File: config.mk
export PLATFORM = sky130hd
export DESIGN_NAME = lbr_queue
export DESIGN_NICKNAME = d
export VERILOG_FILES = /design/src/sv/lbr_pkg.sv /design/src/sv/lbr_queue.sv
export SDC_FILE = /design/constraint.sdc
export NUM_CORES = 1
export LEC_CHECK = 0
export ABC_AREA = 1
export CORE_ASPECT_RATIO = 0.8
export CORE_MARGIN = 10
export CORE_UTILIZATION = 25
export CTS_CLUSTER_SIZE = 28
export DETAILED_ROUTE_END_ITERATION = 16
export DONT_BUFFER_PORTS = 1
export PLACE_DENSITY = 0.48
export RECOVER_POWER = 25
export SLEW_MARGIN = 10
export SYNTH_ARGS = -nofsm -noshare
export SYNTH_HDL_FRONTEND = slang
export SYNTH_SLANG_ARGS = --single-unit
File: constraint.sdc
create_clock -name i_clk -period 9.4 [get_ports i_clk]
set_input_delay 0.94 -clock i_clk [delete_from_list [all_inputs] [get_ports i_clk]]
set_output_delay 0.94 -clock i_clk [all_outputs]
set_load 0.1 [all_outputs]
File: src/sv/lbr_pkg.sv
// Shared types and constants of the line and box rasterizer.
package lbr_pkg;

    localparam logic [2:0] OP_PSET  = 3'd0;
    localparam logic [2:0] OP_POINT = 3'd1;
    localparam logic [2:0] OP_LINE  = 3'd2;
    localparam logic [2:0] OP_BOX   = 3'd3;
    localparam logic [2:0] OP_FILL  = 3'd4;

    localparam logic [2:0] CFG_CLIP_EN  = 3'd0;
    localparam logic [2:0] CFG_CLIP_L   = 3'd1;
    localparam logic [2:0] CFG_CLIP_T   = 3'd2;
    localparam logic [2:0] CFG_CLIP_R   = 3'd3;
    localparam logic [2:0] CFG_CLIP_B   = 3'd4;
    localparam logic [2:0] CFG_FRAME_W  = 3'd5;

    localparam logic [9:0] RST_CLIP_R  = 10'd639;
    localparam logic [7:0] RST_CLIP_B  = 8'd199;
    localparam logic [9:0] RST_FRAME_W = 10'd640;

    typedef struct packed {
        logic        clip_en;
        logic [9:0]  clip_left;
        logic [7:0]  clip_top;
        logic [9:0]  clip_right;
        logic [7:0]  clip_bottom;
        logic [9:0]  frame_width;
    } t_cfg;

    typedef struct packed {
        logic [2:0]         op;
        logic signed [15:0] xs;
        logic signed [15:0] ys;
        logic signed [15:0] xe;
        logic signed [15:0] ye;
        logic [3:0]         color;
        logic signed [15:0] cur_x;
        logic signed [15:0] cur_y;
    } t_cmd;

endpackage

File: src/sv/lbr_queue.sv
// Four-entry command queue between the front end and the drawing engine.
module lbr_queue import lbr_pkg::*; (
    input  logic i_clk,
    input  logic i_rst_n,
    input  logic i_push,
    input  t_cmd i_cmd,
    output logic o_full,
    input  logic i_pop,
    output logic o_avail,
    output t_cmd o_cmd
);

    t_cmd       r_ent [4];
    logic [1:0] r_wp, r_rp;
    logic [2:0] r_cnt;

    assign o_full  = (r_cnt == 3'd4);
    assign o_avail = (r_cnt != 3'd0);
    assign o_cmd   = r_ent[r_rp];

    always_ff @(posedge i_clk) begin
        if (i_push) begin
            r_ent[r_wp] <= i_cmd;
        end
    end

    always_ff @(posedge i_clk) begin
        if (!i_rst_n) begin
            r_wp  <= '0;
            r_rp  <= '0;
            r_cnt <= '0;
        end else begin
            if (i_push) begin
                r_wp <= r_wp + 2'd1;
            end
            if (i_pop) begin
                r_rp <= r_rp + 2'd1;
            end
            r_cnt <= r_cnt + {2'b0, i_push} - {2'b0, i_pop};
        end
    end

endmodule

==> flow_metrics.tcl <==
set metrics [dict create \
    wl_um 35700 \
    netlist_area_sq_mm 0.0167 \
    worst_pin_slew_ns 1.17 \
    period_minus_slack_ns 4.44 \
    clk_path_buf_depth 3 \
    clock_latency_ns 0.56 \
    synth_fp_nets 1371 \
    max_freq_mhz 225 \
    drv_slew 0 \
    grt-ovfl-total 0 \
    netlist_top_cells_count "edfxtp_1, inv_1, nand2_1, a21oi_1, o211ai_1" \
    post_cts_buffers 0 \
    synth.most_common_cell "edfxtp_1" \
    grtUsageTotal_pct 8.92 \
    rsz0062_at_grt "no" \
    synth_top_area_cell "edfxtp_1" \
    routed-via-count 8851 \
    worstHoldStart "i_pop" \
    synth_edf_count 412 \
    cp.required_ns 8.46 \
    fillers 6625 \
    core_sq_mm 0.0659 \
    finalCritPeriodShare_pct 47.3 \
    viasPerCell 4.14 \
    cts_resized 0 \
    tritoncts "done" \
    crit_path_end_kind "primary output" \
    p_leak_nw 6.66 \
    skew_ns 0.0130 \
    pin_count 212 \
    tns_ns 0 \
    cts_made_buffers 46 \
    htree_levels 2 \
    power_density_mw_per_mm2 244 \
    ir_drop_v 0.000143 \
    cp.arrival_ns 3.50 \
    cts.sinks 421 \
    antenna_found_initial 0 \
    startpoint_type "flop" \
    r2r-start "r_wp[0]" \
    ant_nets 0 \
    diodes 0 \
    synthCells 1257 \
    gp_congestion 0.690 \
    dpl-instance-area_sq_mm 0.0173 \
    initial_utilization_pct 25.3 \
    portBuffers 0 \
    rows 84 \
    async_reset_ff_share_pct 0 \
    postLayoutCellArea_sq_mm 0.0187 \
    setup_viol 0 \
    relSlewSlack_pct 22.1 \
    synthFlopType "edfxtp_1" \
    reg2regPathDepth 5 \
    cts_hold_buffers 0 \
    fp.dieH_um 251 \
    grt_pass1_wl_um 53400 \
    grt_pass1_vias 8631 \
    critical_path_class "reg -> out" \
    regToRegEndpoint "r_ent[0][61]" \
    hpwlAfterDp_um 20900 \
    dieWidth_um 309 \
    cts_root_buffer "clkbuf_16" \
    drc_errors 0 \
    hold_class "in -> reg" \
    status "finished clean" \
    avgSynthCellArea_sq_um 13.2 \
    drt-initial-drc-count 453 \
    worstHoldPathCells 1 \
    rrSetupSlack_ns 6.84 \
    grt_max_degree 124 \
    ff_latch_area_sq_mm 0.0126 \
    ys_ff_latch 421 \
    yosysSeqAreaShare_pct 75.4 \
    firstDrtPassIters 4 \
    yosys.area.top_type_share_pct 74.3 \
    critPathMaxFanout 123 \
    yosys-top-cells-area "edfxtp_1, inv_1, nand2_1, o211ai_1, a21oi_1" \
    area_growth_pct 12.2 \
    wire_per_inst_um 16.7 \
    synth_cell_types 18 \
    dieArea_sq_mm 0.0774 \
    yosysWarnings 0 \
    layout-drive-gt1-share_pct 6.25 \
    multi_input_area_sq_mm 0.00278 \
    path_clk_slew_ns 0.06 \
    max_cap_violations 0 \
    layout.nets 1359 \
    hold_viol 0 \
]
==> critical path, stage by stage (launching register included) <==
cell	delay, ns
dfxtp_4	0.89
buf_4	0.95
o21ai_1	0.24
nand2_1	0.73
==> sequential cells by signal, summed over array words and instances, names as in the netlist, named ones only <==
name   cells
r_ent    412
r_cnt      3
r_rp       2
r_wp       2
==> through the flow <==
stage	utilization (%)	hold slack (ns)	power (mW)	worst slack [ns]	std cells
after floorplan	-	0.436	2.89	5.98	1257
after global placement	26.3	0.442	2.96	5.50	2057
after detailed placement	26.3	0.464	2.96	5.46	2057
after CTS	28.4	0.411	4.64	4.85	2139
after global routing	28.4	0.415	4.76	4.62	2139
final	28.4	0.466	4.56	4.96	2139
==> report_power, final <==
group	total (mW)	internal (mW)	switching, mW
sequential	2.18	2.15	0.0303
clock	1.65	0.933	0.716
combinational	0.728	0.0629	0.666
==> cells by family (layout without fill, tap and decap cells) <==
logic type | count (synthesis) | after routing | share of synthesized area, %
flip-flops | 421 | 421 | 75.4
buffers and inverters | 290 | 312 | 7.94
AND/OR/NAND/NOR | 220 | 220 | 4.97
AO/OA/AOI/OAI | 319 | 319 | 11.1
adder cells (fa/ha/maj) | 7 | 7 | 0.571
==> final cells by class <==
type,count,area share [%]
timing repair buffer,9,0.362
sequential,421,67.2
clock buffer,61,6.68
multi-input combinational,546,14.9
inverter,221,4.49
tap,860,5.76
clock inverter,21,0.623
==> how the worst max path moves through the flow <==
stage | from | to | slack, ns | cells past startpoint
finish | flop | o_cmd[34] | 4.96 | 3
global route | flop | o_cmd[30] | 4.62 | 3
CTS | flop | o_cmd[31] | 4.85 | 3
detailed placement | flop | o_cmd[31] | 5.46 | 3
global placement | flop | o_cmd[34] | 5.50 | 3
floorplan | i_push | r_ent[0][0] | 5.98 | 2
==> routing by layer <==
layer	wire length (um)	share of wire, %	GRT usage [%]	up-vias
met5	0	0	0	-
met4	762	2.1	2.70	0
met3	3150	8.8	3.98	58
met2	17000	48	14.7	180
met1	14700	41	10.4	4264
li1	-	-	-	4349
==> cell usage in the layout (no fill, tap or decap) <==
cell type	n
o21ai_0	27
clkbuf_1	12
nand2_1	216
buf_4	9
dfxtp_4	2
fa_1	1
clkinv_4	1
inv_1	217
clkbuf_16	47
inv_6	2
o21ai_1	80
nor2_2	1
nand3_1	2
dfxtp_1	7
clkbuf_8	2
clkinv_1	6
ha_1	6
inv_4	4
clkinvlp_4	3
o211ai_1	103
edfxtp_1	412
a21oi_1	109
nor2_1	1
clkinv_2	9
Note: power is estimated with default switching activity, not from simulation.
