<file path="src/sv/lbr_pkg.sv">
// Shared types and constants of the line and box rasterizer.
package lbr_pkg;

    localparam logic [2:0] OP_PSET  = 3'd0;
    localparam logic [2:0] OP_POINT = 3'd1;
    localparam logic [2:0] OP_LINE  = 3'd2;
    localparam logic [2:0] OP_BOX   = 3'd3;
    localparam logic [2:0] OP_FILL  = 3'd4;

    localparam logic [2:0] CFG_CLIP_EN  = 3'd0;
    localparam logic [2:0] CFG_CLIP_L   = 3'd1;
    localparam logic [2:0] CFG_CLIP_T   = 3'd2;
    localparam logic [2:0] CFG_CLIP_R   = 3'd3;
    localparam logic [2:0] CFG_CLIP_B   = 3'd4;
    localparam logic [2:0] CFG_FRAME_W  = 3'd5;

    localparam logic [9:0] RST_CLIP_R  = 10'd639;
    localparam logic [7:0] RST_CLIP_B  = 8'd199;
    localparam logic [9:0] RST_FRAME_W = 10'd640;

    typedef struct packed {
        logic        clip_en;
        logic [9:0]  clip_left;
        logic [7:0]  clip_top;
        logic [9:0]  clip_right;
        logic [7:0]  clip_bottom;
        logic [9:0]  frame_width;
    } t_cfg;

    typedef struct packed {
        logic [2:0]         op;
        logic signed [15:0] xs;
        logic signed [15:0] ys;
        logic signed [15:0] xe;
        logic signed [15:0] ye;
        logic [3:0]         color;
        logic signed [15:0] cur_x;
        logic signed [15:0] cur_y;
    } t_cmd;

endpackage

</file>
<file path="src/sv/lbr_front.sv">
// Front end: accepts requests, tracks the last position and forms queue entries.
module lbr_front import lbr_pkg::*; (
    input  logic               i_clk,
    input  logic               i_rst_n,
    input  logic               i_in_valid,
    output logic               o_in_stall,
    input  logic [2:0]         i_operation,
    input  logic signed [15:0] i_x_start,
    input  logic signed [15:0] i_y_start,
    input  logic signed [15:0] i_x_end,
    input  logic signed [15:0] i_y_end,
    input  logic [3:0]         i_pen_color,
    input  logic               i_q_full,
    output logic               o_push,
    output t_cmd               o_cmd
);

    logic signed [15:0] r_pos_x, r_pos_y;
    logic signed [15:0] n_pos_x, n_pos_y;

    assign o_in_stall = i_q_full;
    assign o_push     = i_in_valid && !i_q_full;

    always_comb begin
        n_pos_x = r_pos_x;
        n_pos_y = r_pos_y;
        unique case (i_operation)
            OP_PSET: begin
                n_pos_x = i_x_start;
                n_pos_y = i_y_start;
            end
            OP_LINE, OP_BOX, OP_FILL: begin
                n_pos_x = i_x_end;
                n_pos_y = i_y_end;
            end
            default: begin
            end
        endcase
    end

    always_comb begin
        o_cmd.op    = i_operation;
        o_cmd.xs    = i_x_start;
        o_cmd.ys    = i_y_start;
        o_cmd.xe    = i_x_end;
        o_cmd.ye    = i_y_end;
        o_cmd.color = i_pen_color;
        o_cmd.cur_x = n_pos_x;
        o_cmd.cur_y = n_pos_y;
    end

    always_ff @(posedge i_clk) begin
        if (!i_rst_n) begin
            r_pos_x <= '0;
            r_pos_y <= '0;
        end else if (o_push) begin
            r_pos_x <= n_pos_x;
            r_pos_y <= n_pos_y;
        end
    end

endmodule

</file>
<file path="config.mk">
export PLATFORM = sky130hd
export DESIGN_NAME = lbr_front
export DESIGN_NICKNAME = d
export VERILOG_FILES = /design/src/sv/lbr_pkg.sv /design/src/sv/lbr_front.sv
export SDC_FILE = /design/constraint.sdc
export NUM_CORES = 1
export LEC_CHECK = 0
export BUFFER_PORTS_ARGS = -buffer_cell sky130_fd_sc_hd__buf_2
export CORE_ASPECT_RATIO = 0.5
export CORE_MARGIN = 5
export CORE_UTILIZATION = 30
export CTS_BUF_LIST = sky130_fd_sc_hd__clkbuf_4 sky130_fd_sc_hd__clkbuf_8 sky130_fd_sc_hd__clkbuf_16
export CTS_CLUSTER_SIZE = 28
export DETAILED_ROUTE_END_ITERATION = 10
export HOLD_SLACK_MARGIN = 0.12
export PLACE_DENSITY = 0.59
export SYNTH_ARGS = -nofsm -noshare
export SYNTH_HDL_FRONTEND = slang
export SYNTH_SLANG_ARGS = --single-unit
export TNS_END_PERCENT = 10
</file>
<file path="constraint.sdc">
create_clock -name i_clk -period 1.1 [get_ports i_clk]
set_input_delay 0.11 -clock i_clk [delete_from_list [all_inputs] [get_ports i_clk]]
set_output_delay 0.11 -clock i_clk [all_outputs]
set_load 0.01 [all_outputs]
</file>
==> results of run 1 <==
[repair_timing]
action	CTS	global route
gates cloned	4	2
setup endpoints to repair	32	32
buffers inserted	0	1
resized for setup	38	19
hold endpoints to repair	0	0
pin swaps	10	20
[state kept, by name, summed over array words and instances, names as in the netlist]
name,cells
r_pos_x,16
r_pos_y,16
[tightest hold or removal path, delay by kind of cell]
kind            cells  cell delay [ps]
compound gates      2              130
buf+inv             1              120
[metal layers]
layer  routed length [µm]  GRT usage [%]  share of wire, %
met5                    0              0                 0
met4                   86          3.687              0.92
met3                  466          3.421               5.0
met2                 4687          25.72                50
met1                 4158          17.87                44
[final timing paths]
kind,cells after the start,start,to
max,7,i_operation[1],o_cmd[8]
min,3,i_y_end[14],r_pos_y[14]$_SDFFE_PN0P_
max reg2reg,2,r_pos_y[15]$_SDFFE_PN0P_,r_pos_y[15]$_SDFFE_PN0P_
min reg2reg,2,r_pos_x[9]$_SDFFE_PN0P_,r_pos_x[9]$_SDFFE_PN0P_
[power breakdown]
part	internal [mW]	leakage [nW]	switching, mW	total [mW]
Clock	0.952	0.0780	0.498	1.45
Sequential	1.23	0.262	0.0518	1.29
Combinational	0.773	1.52	0.790	1.56
[metrics by stage]
step	instances	setup slack [ps]	utilization, %	total power [mW]
after floorplan	364	-100.0	-	2.166
after global placement	572	-236.7	36.71	2.598
after detailed placement	572	-239.2	36.71	2.609
after CTS	584	-141.2	41.14	4.232
after global routing	587	-185.4	43.12	4.539
final	587	-155.3	43.12	4.299
[layout make-up]
type	count	area share, %
Multi-Input combinational cell	231	44.55
Sequential cell	32	15.89
Tap cell	121	3.754
Clock buffer	8	3.816
Timing Repair Buffer	195	31.99
[cell families after synthesis]
| kind of cell | count (synthesis) | synth area share [%] |
|---|---|---|
| AND/OR/NAND/NOR | 102 | 14.22 |
| buffers and inverters | 101 | 23.92 |
| AO/OA/AOI/OAI | 96 | 26.25 |
| multiplexers | 33 | 13.13 |
| flip-flops | 32 | 22.48 |
[Yosys cell counts]
master     number
nand4bb_1       1
a21oi_1        32
nor2_1         64
nand3_1         1
buf_4          72
mux2i_2         1
or4b_1          1
o22ai_1        34
dfxtp_1        32
clkbuf_1       18
o22ai_2        30
buf_2           8
buf_6           3
nand2b_1        1
nor2b_1         1
mux2_2         32
nand2_1        32
or2_2           1
==> results.toml, run 1 <==
[synth]
ys_types = 18
synth_top_area_share_pct = 22.48
avgSynthCellArea_um2 = 7.830
yosysWarnings = 0
yosysSeqAreaShare_pct = 22.48
netlist_area_mm2 = 0.002850
ys_seq_elements = 32
syn_nets = 439
yosys-top-cells-area = "dfxtp_1 22%, buf_4 19%, o22ai_2 13%"
syn_inst = 364
synth_top_cell_by_area = "dfxtp_1"

[sta]
finalSetupViolations = 32
fin_tns_setup_ps = -3623
fin_crit_ps = 1255
finClkSkew_ps = 0
slew_headroom_pct = 83.05
fmax_mhz = 796.6
maxSlewViolCount = 0
rsz0062_at_grt = "true"
whs_ps = 130.3
period_share_pct = 114.1
setup_slack_ps = -155.3
final-hold-violation-count = 0
tightest_slew_ps = 254.2

[worst_setup_path]
ff2ff_setup_slack_ps = 450
crit_family = "buffers and inverters"
crit_type = "input port to primary output"
crit_required_ps = 990
critPathArrivalTime_ps = 1150
critPathBufInv = 4
cp_max_fo = 8
cp-start-kind = "input port"
critPathMaxStageDelay_ps = 310
crit_path_end_kind = "primary output"
cp_slowest_cell = "or2_4"
crit_path_cell_trace = "buf_8 -> buf_6 -> or2_4 -> clkbuf_16 -> o22ai_4 -> nor2_1 -> buf_2"

[floorplanning]
initial_core_util_pct = 30.47
std_cell_rows = 25
fp.dieArea_mm2 = 0.01167
io_pins = 180
die_x_um = 147.8
core_mm2 = 0.009353
die_y_um = 78.93

[drt]
viasPerCell = 4.826
drc = 0
wl_per_cell_um = 16.01
ant_nets = 0
detailedRoute.firstIterationViolations = 88
dr.pass1.iters = 4
routed_wl_mm = 9.398
vias = 2833

[place]
gp_congestion = 0.7009
dpl_cell_area_mm2 = 0.003433
port_buffers = 171
dp_hpwl_mm = 6.108

[layout]
post-route-cell-area_mm2 = 0.004033
final_nets = 540
nFillCells = 936
mostFrequentLayoutCells = "168 x buf_2, 63 x nor2_1, 57 x o22ai_2"
final_common_cell = "buf_2"
area_delta_synth_final_pct = 41.48
multi_input_area_mm2 = 0.001797
drive_gt1_share_pct = 64.81
num_antenna_cells = 0
seq_area_um2 = 640.6

[status]
run_status = "complete, but fails checks"
violations = "setup timing"

[hold_path]
hold_path_class = "input port to register"

[pwr]
p_per_area_mw_per_mm2 = 1066
peakVddDrop_uv = 731.8
leakage_nw = 1.864

[global_routing]
grt_overflow = 0
grt_pass1_vias = 2713
grt_antenna_before_repair = 0
grt_usage_pct = 14.50
grt_pass1_wl_mm = 13.81
grt_max_degree = 33

[cts]
cts_tree = "built"
insertion_delay_ps = 270
ctsHoldBuffers = 0
cts_max_level = 2
cts_sinks = 32
clk_pin_slew_worst_paths_ps = 50
clock-root-buffer = "clkbuf_16"
numCtsBuffers = 5
clockBufferDepth = 2

[run]
drv_cap = 0
Power figures use the tool's default switching activity.
==> inputs of run 2 (changes only) <==
--- a/config.mk
+++ b/config.mk
@@ -8,12 +8,12 @@
 export BUFFER_PORTS_ARGS = -buffer_cell sky130_fd_sc_hd__buf_2
 export CORE_ASPECT_RATIO = 0.5
 export CORE_MARGIN = 5
-export CORE_UTILIZATION = 30
+export CORE_UTILIZATION = 39
 export CTS_BUF_LIST = sky130_fd_sc_hd__clkbuf_4 sky130_fd_sc_hd__clkbuf_8 sky130_fd_sc_hd__clkbuf_16
 export CTS_CLUSTER_SIZE = 28
 export DETAILED_ROUTE_END_ITERATION = 10
 export HOLD_SLACK_MARGIN = 0.12
-export PLACE_DENSITY = 0.59
+export PLACE_DENSITY = 0.74
 export SYNTH_ARGS = -nofsm -noshare
 export SYNTH_HDL_FRONTEND = slang
 export SYNTH_SLANG_ARGS = --single-unit
==> run 2 against run 1 <==
Compared with the run above:
- the run still ends with setup timing left
- worst setup slack better by 12 ps
- highest routed layer unchanged
- total power shrank 1.7%
- combinational power down 12%
- largest power group is now clock
- clock skew is the same
- design area fell by 7.7%
- critical path depth is 1 higher
- global-route usage grew 1.9 points
- count of clock-buffer cells in the layout decreased by 2
==> results.toml, run 2 (synthesized netlist as in run 1, its figures left out) <==
[sta]
period_share_pct = 113.0
finalSetupViolations = 32
fin_crit_ps = 1243
slew_headroom_pct = 86.49
rsz0062_at_grt = "true"
fmax_mhz = 804.2
setup_slack_ps = -143.5
final-hold-violation-count = 0
tightest_slew_ps = 198.4
finClkSkew_ps = 0
maxSlewViolCount = 0

[floorplanning]
core_mm2 = 0.007212
std_cell_rows = 22
io_pins = 180
initial_core_util_pct = 39.52
fp.dieArea_mm2 = 0.009222
die_x_um = 130.9
die_y_um = 70.45

[drt]
detailedRoute.firstIterationViolations = 133
drc = 0
vias = 2811
routed_wl_mm = 8.122
dr.pass1.iters = 4
ant_nets = 0
wl_per_cell_um = 14.43
viasPerCell = 4.993

[layout]
area_delta_synth_final_pct = 30.60
final_common_cell = "buf_2"
num_antenna_cells = 0
drive_gt1_share_pct = 58.24
utilization_pct = 51.61
final_nets = 541
mostFrequentLayoutCells = "169 x buf_2, 64 x nor2_1, 33 x o22ai_1"
top_regs = "r_pos_x x16, r_pos_y x16"
post-route-cell-area_mm2 = 0.003722
post_layout_nonfiller_instances = 563

[pwr]
swShare_pct = 29.32
peakVddDrop_uv = 932.1
p_per_area_mw_per_mm2 = 1135
comb_power_share_pct = 32.5
switching_power_mw = 1.238
intPower_mw = 2.986
p_total_mw = 4.224
leakage_nw = 1.746
pwr-share-seq_pct = 30.1
p_clk_share_pct = 37.4

[worst_setup_path]
critPathBufInv = 5
crit_required_ps = 990
rr_worst_depth = 2
cp_slowest_cell = "mux2i_4"
cp-start-kind = "input port"
crit_type = "input port to primary output"
ff2ff_setup_slack_ps = 480
crit_path_end_kind = "primary output"
critPathArrivalTime_ps = 1130
reg2reg_to = "r_pos_y[6]$_SDFFE_PN0P_"
crit_top_cell = "buf_6"
crit_path_cell_trace = "buf_8 -> buf_6 -> mux2i_4 -> buf_12 -> buf_6 -> o22ai_1 -> nor2_1 -> buf_2"
worstReg2RegStart = "r_pos_y[6]$_SDFFE_PN0P_"
crit_family = "buffers and inverters"
cp_max_fo = 6
critPathMaxStageDelay_ps = 190

[hold_path]
hold_path_class = "input port to register"
hold_start = "i_x_end[12]"
min_path_cells = 3
hold_end = "r_pos_x[12]$_SDFFE_PN0P_"

[cts]
clockBufferDepth = 2
cts_sinks = 32
clk_pin_slew_worst_paths_ps = 50
cts_max_level = 2
clock-root-buffer = "clkbuf_16"
cts_tree = "built"
numCtsBuffers = 5
insertion_delay_ps = 270

[place]
gp_congestion = 0.7416
dp_hpwl_mm = 5.920
port_buffers = 171
dpl_cell_area_mm2 = 0.003437
dp_cells = 550

[global_routing]
grt_pass1_vias = 2756
grt_overflow = 0
grt_max_degree = 33
grt_usage_pct = 16.40
grt_antenna_before_repair = 0
grt_pass1_wl_mm = 12.78

[status]
violations = "setup timing"
run_status = "complete, but fails checks"

[run]
drv_cap = 0
run 2: cell types whose count changed in the layout (fill, tap and decap cells not counted), moves of 2 or more:
cell	change
buf_6	+2
o22ai_1	+30
buf_8	+2
mux2_4	-4
mux2_2	+4
clkbuf_16	-2
buf_16	-3
o22ai_2	-26
o22ai_4	-4
run 2: tightest hold or removal path: stages:
cell and delay [ps]:
buf_2 120, o22ai_2 80, a21oi_1 50
run 2: area by class of cell:
cell class	instances	area [µm²]
fill	682	3490
sequential	32	640.6
multi-input combinational	231	1559
timing repair buffer	196	1235
clock buffer	6	132.6
clock inverter	2	35.03
tap	96	120.1
run 2: worst max path at each step:
stage,end,cells after the start,slack [ps],start
6_report,o_cmd[6],8,-140,i_operation[0]
4_1_cts,o_cmd[21],7,-130,i_operation[0]
5_1_grt,o_cmd[21],8,-180,i_operation[0]
3_3_place_gp,o_cmd[30],6,-240,i_operation[2]
2_1_floorplan,r_pos_x[0]$_SDFFE_PN0P_,5,-100,i_operation[0]
3_5_place_dp,o_cmd[30],6,-250,i_operation[2]
run 2: per-layer routing:
| layer | wire (µm) | up-vias | GRT usage [%] |
|---|---|---|---|
| met5 | 0 | - | 0 |
| met4 | 29 | 0 | 2.509 |
| met3 | 394 | 2 | 3.209 |
| met2 | 4303 | 65 | 31.39 |
| met1 | 3394 | 1337 | 19.00 |
| li1 | - | 1407 | - |
run 2: power by group through the flow:
stage	Clock (mW)	Sequential, mW	Combinational [mW]
after floorplan	0	1.28	0.881
after global routing	1.67	1.28	1.50
after CTS	1.60	1.27	1.33
after global placement	0	1.29	1.29
final	1.58	1.27	1.37
after detailed placement	0	1.29	1.31
run 2: per-stage QoR:
stage               hold slack (ps)  TNS, ps  setup WS (ps)
floorplan                     273.6    -5754         -100.0
global placement              220.1   -13020         -238.2
detailed placement            220.1   -14070         -251.7
CTS                           132.7    -3232         -125.7
global route                  148.7    -4509         -183.4
finish                        136.0    -2831         -143.5
run 2: timing repair:
action	CTS	global route
pin swaps	0	2
gates resized for setup	8	14
setup buffers	0	2
hold buffers	0	0
endpoints found under the setup margin	32	32
cloned	0	3
